File: config.mk
export PLATFORM = sky130hd
export DESIGN_NAME = ppm_isqrt
export DESIGN_NICKNAME = d
export VERILOG_FILES = /design/src/ppm_pkg.sv /design/src/ppm_isqrt.sv
export SDC_FILE = /design/constraint.sdc
export NUM_CORES = 2
export LEC_CHECK = 0
export ABC_AREA = 1
export BUFFER_PORTS_ARGS = -buffer_cell sky130_fd_sc_hd__buf_2
export CORE_MARGIN = 4
export CORE_UTILIZATION = 45
export DETAILED_ROUTE_END_ITERATION = 12
export HOLD_SLACK_MARGIN = 0.12
export PLACE_DENSITY = 0.65
export SLEW_MARGIN = 20
export SYNTH_ARGS = -nofsm -noshare
export SYNTH_HDL_FRONTEND = slang
export SYNTH_SLANG_ARGS = --single-unit
File: constraint.sdc
create_clock -name clk -period 4.75 [get_ports clk]
set_input_delay 0.2375 -clock clk [delete_from_list [all_inputs] [get_ports clk]]
set_output_delay 0.2375 -clock clk [all_outputs]
set_load 0.1 [all_outputs]
File: src/ppm_pkg.sv
`timescale 1ns / 1ps
// Shared constants, types and helper functions for the pion pair preselect.
package ppm_pkg;

    localparam int MOMENTUM_BITS = 18;
    localparam int MB            = MOMENTUM_BITS;

    // Magnitude of a summed component, its square, and sums of squares.
    localparam int MAG_W = MB + 1;
    localparam int SQR_W = 2 * MAG_W;
    localparam int P2_W  = SQR_W + 2;

    // Square-root unit: radicand is wide enough for |p|^2 in Q.16.
    localparam int FRAC_Q16 = 16;
    localparam int SQ_IN_W  = P2_W + FRAC_Q16;
    localparam int SQ_OUT_W = SQ_IN_W / 2;
    localparam int REM_W    = SQ_OUT_W + 4;
    localparam int ESUM_W   = SQ_OUT_W + 1;
    localparam int ESQ_W    = 2 * ESUM_W;

    localparam int CFG_W    = 16;
    localparam int CFG_IDX_W = 3;
    localparam int LIM2_W   = 2 * CFG_W;
    localparam int FRAC_BITS = 8;
    localparam int WIN_W    = (SQ_OUT_W > CFG_W + FRAC_BITS) ? SQ_OUT_W : CFG_W + FRAC_BITS;

    // Squared pion mass in MeV^2, Q.16.
    localparam logic [31:0] MPI2_Q16 = 32'd1276634318;

    // Pipeline depth from start to done.
    localparam int LATENCY = 2 + SQ_OUT_W + 3 + SQ_OUT_W + 1;

    typedef enum logic [CFG_IDX_W-1:0] {
        REG_MASS_MIN        = 3'd0,
        REG_MASS_MAX        = 3'd1,
        REG_DAUGHTER_PT_MAX = 3'd2,
        REG_PAIR_PT_MAX     = 3'd3
    } reg_idx_t;

    typedef enum logic [2:0] {
        RSN_PASS       = 3'd0,
        RSN_FLAG       = 3'd1,
        RSN_CHARGE     = 3'd2,
        RSN_ZERO_PT    = 3'd3,
        RSN_MASS       = 3'd4,
        RSN_DAUGHTER_PT = 3'd5,
        RSN_PAIR_PT    = 3'd6
    } reason_t;

    typedef struct packed {
        logic flag_bad;
        logic charge_bad;
        logic zero_bad;
        logic dpt_bad;
        logic ppt_bad;
    } chk_t;

    typedef struct packed {
        chk_t            chk;
        logic [P2_W-1:0] pt2a;
        logic [P2_W-1:0] pt2b;
        logic [P2_W-1:0] pt2s;
        logic [P2_W-1:0] p2a;
        logic [P2_W-1:0] p2b;
        logic [P2_W-1:0] p2s;
    } front_t;

    typedef struct packed {
        chk_t          chk;
        logic [MB-1:0] pt_a;
        logic [MB-1:0] pt_b;
        logic [MB-1:0] pair_pt;
        logic [MB-1:0] p_a;
        logic [MB-1:0] p_b;
    } side_t;

    typedef struct packed {
        logic [REM_W-1:0]    rem;
        logic [SQ_OUT_W-1:0] root;
    } sq_step_t;

    // One digit of the restoring square root.
    function automatic sq_step_t sqrt_step(input logic [REM_W-1:0] rem,
                                           input logic [SQ_OUT_W-1:0] root,
                                           input logic [1:0] bits);
        logic [REM_W-1:0] r;
        logic [REM_W-1:0] t;
        sq_step_t         s;
        r = {rem[REM_W-3:0], bits};
        t = REM_W'({root, 2'b01});
        if (r >= t)
        begin
            s.rem  = r - t;
            s.root = {root[SQ_OUT_W-2:0], 1'b1};
        end
        else
        begin
            s.rem  = r;
            s.root = {root[SQ_OUT_W-2:0], 1'b0};
        end
        return s;
    endfunction

    function automatic logic [MB-1:0] sat_mb(input logic [SQ_OUT_W-1:0] v);
        logic [MB-1:0] r;
        if (|v[SQ_OUT_W-1:MB])
            r = '1;
        else
            r = v[MB-1:0];
        return r;
    endfunction

    function automatic logic [MAG_W-1:0] mag(input logic signed [MAG_W-1:0] v);
        logic [MAG_W-1:0] r;
        r = v[MAG_W-1] ? MAG_W'(-v) : MAG_W'(v);
        return r;
    endfunction

endpackage

File: src/ppm_isqrt.sv
`timescale 1ns / 1ps
// Fully pipelined floor square root, one result digit per register stage.
module ppm_isqrt
    import ppm_pkg::*;
(
    input  logic                clk,
    input  logic [SQ_IN_W-1:0]  rad,
    output logic [SQ_OUT_W-1:0] root
);

    logic [SQ_IN_W-1:0]  rad_reg  [SQ_OUT_W-1];
    logic [REM_W-1:0]    rem_reg  [SQ_OUT_W-1];
    logic [SQ_OUT_W-1:0] root_reg [SQ_OUT_W];

    for (genvar k = 0; k < SQ_OUT_W; k++)
    begin : g_stage
        logic [SQ_IN_W-1:0]  rad_k;
        logic [REM_W-1:0]    rem_k;
        logic [SQ_OUT_W-1:0] root_k;
        sq_step_t            st;

        if (k == 0)
        begin : g_first
            assign rad_k  = rad;
            assign rem_k  = '0;
            assign root_k = '0;
        end
        else
        begin : g_next
            assign rad_k  = rad_reg[k-1];
            assign rem_k  = rem_reg[k-1];
            assign root_k = root_reg[k-1];
        end

        assign st = sqrt_step(rem_k, root_k, rad_k[SQ_IN_W-1 -: 2]);

        always_ff @(posedge clk)
        begin
            root_reg[k] <= st.root;
        end

        if (k < SQ_OUT_W - 1)
        begin : g_carry
            always_ff @(posedge clk)
            begin
                rad_reg[k] <= {rad_k[SQ_IN_W-3:0], 2'b00};
                rem_reg[k] <= st.rem;
            end
        end
    end

    assign root = root_reg[SQ_OUT_W-1];

endmodule

# After elaboration in Yosys (flattened, before gate mapping)
# Memories as Yosys holds them, arrays and structs flattened.
# Cells that the tools add are included.
[classes]
n_addsub = 27
magnitude_cmp = 28
mux = 28
[op_table]
columns = ["op", "count"]
rows = [
  ["2-to-1 mux 60 bit", 27],
  ["greater-or-equal comparator 32 x 30 -> 1 bit", 27],
  ["subtractor 32 x 30 -> 32 bit", 26],
  ["subtractor 2 x 1 -> 3 bit (second input constant)", 1],
  ["greater-or-equal comparator 2 x 1 -> 1 bit (second input constant)", 1],
  ["2-to-1 mux 1 bit", 1],
]
[word_totals]
reg_bits = 0
mem_bits_rw = 3106
out_inout_bits = 28
wordCells = 86
n_memories = 3
[mem_list]
columns = ["memory", "words", "width", "read_ports", "rd_ports_with_merged_regs", "wr", "line", "source"]
rows = [
  ["rad_reg", 27, 54, 27, 0, 27, "ppm_isqrt.sv:11", "logic [SQ_IN_W-1:0] rad_reg [SQ_OUT_W-1];"],
  ["rem_reg", 27, 32, 27, 0, 27, "ppm_isqrt.sv:12", "logic [REM_W-1:0] rem_reg [SQ_OUT_W-1];"],
  ["root_reg", 28, 28, 28, 0, 28, "ppm_isqrt.sv:13", "logic [SQ_OUT_W-1:0] root_reg [SQ_OUT_W];"],
]

# Depth between registers and ports, before layout
# An unclocked memory read counts as a cell.
[logic_depth]
depth_word = 3
depth_mapped = 17
ltp_nobuf = 15

# Worst setup path after synthesis
# Ideal clock, no wire load.
[synth_path]
path_kind = "register to register"
start = "mem root_reg[12][1] in the netlist's numbering"
end = "mem rem_reg[25][0] in the netlist's numbering"
t_arrival_ns = 1.755
slack_ns = 2.883
path_stages_with_launch = 14
path_buffers = 2
path_cell_list = "dfxtp_1 > inv_1 > ha_1 > or2_2 > nand3_1 > nand2_1 > nand2_1 > nand3_1 > nand2_1 > nand2_2 > buf_4 > buf_6 > nand2_1 > nand2_1"
[synth_lines]
columns = ["element", "line"]
rows = [
  ["start, declared", "ppm_isqrt.sv:13"],
  ["end, declared", "ppm_isqrt.sv:12"],
]

==> impl_metrics.toml <==
[drt]
via_per_inst = 4.91
drc_errors = 0
vias = 73100
drtAntennaViolNets = 0
dr.first_iter.drc_count = 5443
wl_mm = 244
drt_pass1_iterations = 6
post_drt_wl_per_cell_um = 16.4

[yosys]
synth_top_area_share_pct = 45.3
yosys-top-cells-count = "3957 x nand2_1, 2061 x inv_1, 1930 x dfxtp_1, 950 x nor2_1, 688 x nand3_1"
ys_warn_count = 0
synth_area_sq_mm = 0.0854
async_flop_share_pct = 0
synth_fp_nets = 12400
ys_seq_area_share_pct = 45.3
synth_ff_type = "dfxtp_1"
synth_area_leader_cell = "dfxtp_1"
synth_area_per_cell_sq_um = 7.17
synth_edf_count = 0
yosysMostFrequentCell = "nand2_1"
synth.distinct_cells = 51
synthCells = 11900
synth_seq_cells = 1930
synth_area_leaders = "dfxtp_1 45%, nand2_1 17%, inv_1 9.1%, ha_1 6.4%, nor2_1 4.2%"

[power]
ir_drop_v = 0.000372
p_leak_nw = 51.7
total_power_mw = 49.9
power.density_mw_per_mm2 = 518

[sta]
min_period_ns = 3.24
setup_tns_ns = 0
setup_viol = 0
fin_crit_sh_pct = 68.1
drv_slew = 0
worstMarginPinSlew_ns = 1.05
hold_violations = 0
slew_headroom_pct = 29.8
layout_setup_ws_ns = 1.51
skew_ns = 0.0563
rsz0062_at_grt = "no"
fmax_ghz = 0.309

[setup_path]
crit_slowest_cell = "nand3_1"
start_kind = "flip-flop"
worstSetupPathType = "flip-flop to flip-flop"
end_kind = "flip-flop"
crit_path_frequent_cell = "a21oi_1"
worstSetupStartpoint = "root_reg[6][9]"
crit_arrival_ns = 3.93
crit_required_ns = 5.44
crit_path_cell_trace = "inv_1, ha_1, a21oi_1, nand2_1, a21oi_1, nand3_1, inv_2, o21ai_0"
reg2reg_slack_ns = 1.51
r2r_end = "rem_reg[13][9]"
endpoint = "rem_reg[13][9]"
max_stage_delay_ns = 0.77
reg2reg_depth = 8
worst-path-max-fanout = 26
r2r_start = "root_reg[6][9]"

[die]
dieWidth_um = 444
pin_count = 85
dieHeight_um = 444
coreArea_sq_mm = 0.188
fp-row-count = 159
start_util_pct = 45.4
dieArea_sq_mm = 0.197

[clock_tree]
clk_latency_ns = 0.86
clk_path_buf_depth = 3
htree_levels = 4
clkTransAtPathRegs_ns = 0.06
root_buffer = "clkbuf_16"
cts_made_buffers = 192
cts.sinks = 1930
cts_tree = "built"
cts_setup_buffers = 0

[run_status]
run_status = "finished, final reports clean"

[placed_design]
dp_hpwl_mm = 195
port_buffers = 84
gp_congestion = 0.978
post-place-ws_ns = 1.54

[final_layout]
fill_cells = 18500
syn_to_final_growth_pct = 12.9
largest_register_ffs = 768
fin_nets = 12700
insertedDiodeCount = 0
drive_above_1_share_pct = 4.56

[global_route]
grt_use_met2_pct = 39.8
grt-ovfl-total = 0
grt.met3_usage_pct = 2.82
grt_pass1_wl_mm = 381
grt_pass1_vias = 69100
antenna_found_initial = 2
grt_max_degree = 40
busiest_layer = "met2"
grtUsageTotal_pct = 24.2
grt_use_met1_pct = 33.7

[worst_hold_path]
hold_path.class = "input port to flip-flop"

[job]
cap_violations = 0
where the power goes:
part,leakage [nW],switching [mW],total [mW],internal [mW]
Combinational,32.1,8.24,12.2,3.98
Sequential,16.2,2.57,21.6,19.0
Clock,3.35,6.74,16.1,9.36
cell type report:
class	instances	area [sq um]	share of cell area, %
timing repair buffer	206	1620	1.68
clock buffer	244	5320	5.52
inverter	2083	7820	8.11
tap	2495	3120	3.24
multi-input combinational	7797	38300	39.7
clock inverter	119	1620	1.68
sequential	1930	38600	40.1
metrics by stage:
step | cells | instance area [sq um] | utilization (%) | hold WS (ns)
3_3_place_gp | 14400 | 88300 | 46.9 | 0.310
6_report | 14900 | 96400 | 51.2 | 0.193
4_1_cts | 14900 | 96400 | 51.2 | 0.124
5_1_grt | 14900 | 96400 | 51.2 | 0.164
3_5_place_dp | 14400 | 88300 | 46.9 | 0.312
2_1_floorplan | 11900 | 85400 | - | 0.265
placed cells by master (no fill, tap or decap), types with 7 or more instances in the layout:
cell type / Yosys / final
clkinv_2: 0 / 33
nand2_1: 3957 / 3957
o21ai_0: 275 / 275
and3_1: 22 / 22
nand2_2: 7 / 7
nor3_2: 7 / 7
dlygate4sd3_1: 0 / 114
nand3b_1: 77 / 77
clkbuf_16: 0 / 193
nor2_2: 19 / 18
clkinvlp_4: 0 / 19
nor3_1: 144 / 144
clkinv_4: 0 / 12
clkinv_16: 0 / 9
inv_2: 21 / 21
buf_2: 61 / 84
nand3_1: 688 / 688
inv_6: 0 / 15
nor2_1: 950 / 949
nor4_1: 22 / 22
ha_1: 436 / 436
buf_4: 21 / 8
o21ai_1: 39 / 39
dfxtp_1: 1930 / 1930
bufinv_16: 0 / 23
nand3_2: 8 / 8
xor2_1: 207 / 207
o21a_1: 7 / 7
o21bai_1: 20 / 20
xnor2_1: 102 / 102
inv_1: 2061 / 2061
and2_1: 31 / 31
or2_2: 38 / 38
nand4_1: 183 / 183
a21oi_1: 493 / 492
clkbuf_8: 0 / 30
a21oi_2: 22 / 22
clkbuf_1: 2 / 21
per-layer routing:
layer / vias to the layer above / routed length (um)
met5: - / 0
met4: 0 / 6330
met3: 391 / 12500
met2: 2051 / 109000
met1: 33300 / 115000
li1: 37400 / -
how the worst min path moves through the flow:
stage / startpoint / depth (start not counted) / end
floorplan: rad[0] / 0 / rad_reg[0][0]
global placement: rad_reg[0][295] / 0 / rad_reg[0][351]
detailed placement: rad_reg[0][644] / 0 / rad_reg[0][700]
CTS: rad[55] / 4 / rem_reg[0][1]
global route: rad[55] / 4 / rem_reg[0][1]
finish: rad[55] / 4 / rem_reg[0][1]
cells by family after synthesis:
| family | Yosys count | share of synthesized area (%) |
|---|---|---|
| XOR/XNOR | 309 | 3.17 |
| other | 1 | 0.00439 |
| AND/OR/NAND/NOR | 6168 | 29.8 |
| AO/OA/AOI/OAI | 883 | 5.43 |
| buffers and inverters | 2186 | 9.95 |
| adder cells (fa/ha/maj) | 436 | 6.39 |
| flip-flops | 1930 | 45.3 |
critical path, delay by kind of cell, from the launching register on:
family,cells,cell delay [ns]
AND/OR/NAND/NOR,2,0.87
buffers and inverters,2,0.80
flip-flops,1,0.40
adder cells (fa/ha/maj),1,0.33
AO/OA/AOI/OAI,3,0.66
repair_timing:
action,4_1_cts,5_1_grt
gates resized for setup,0,0
endpoints found under the hold margin,57,0
hold buffers,114,0
(Power assumes the default switching activity.)
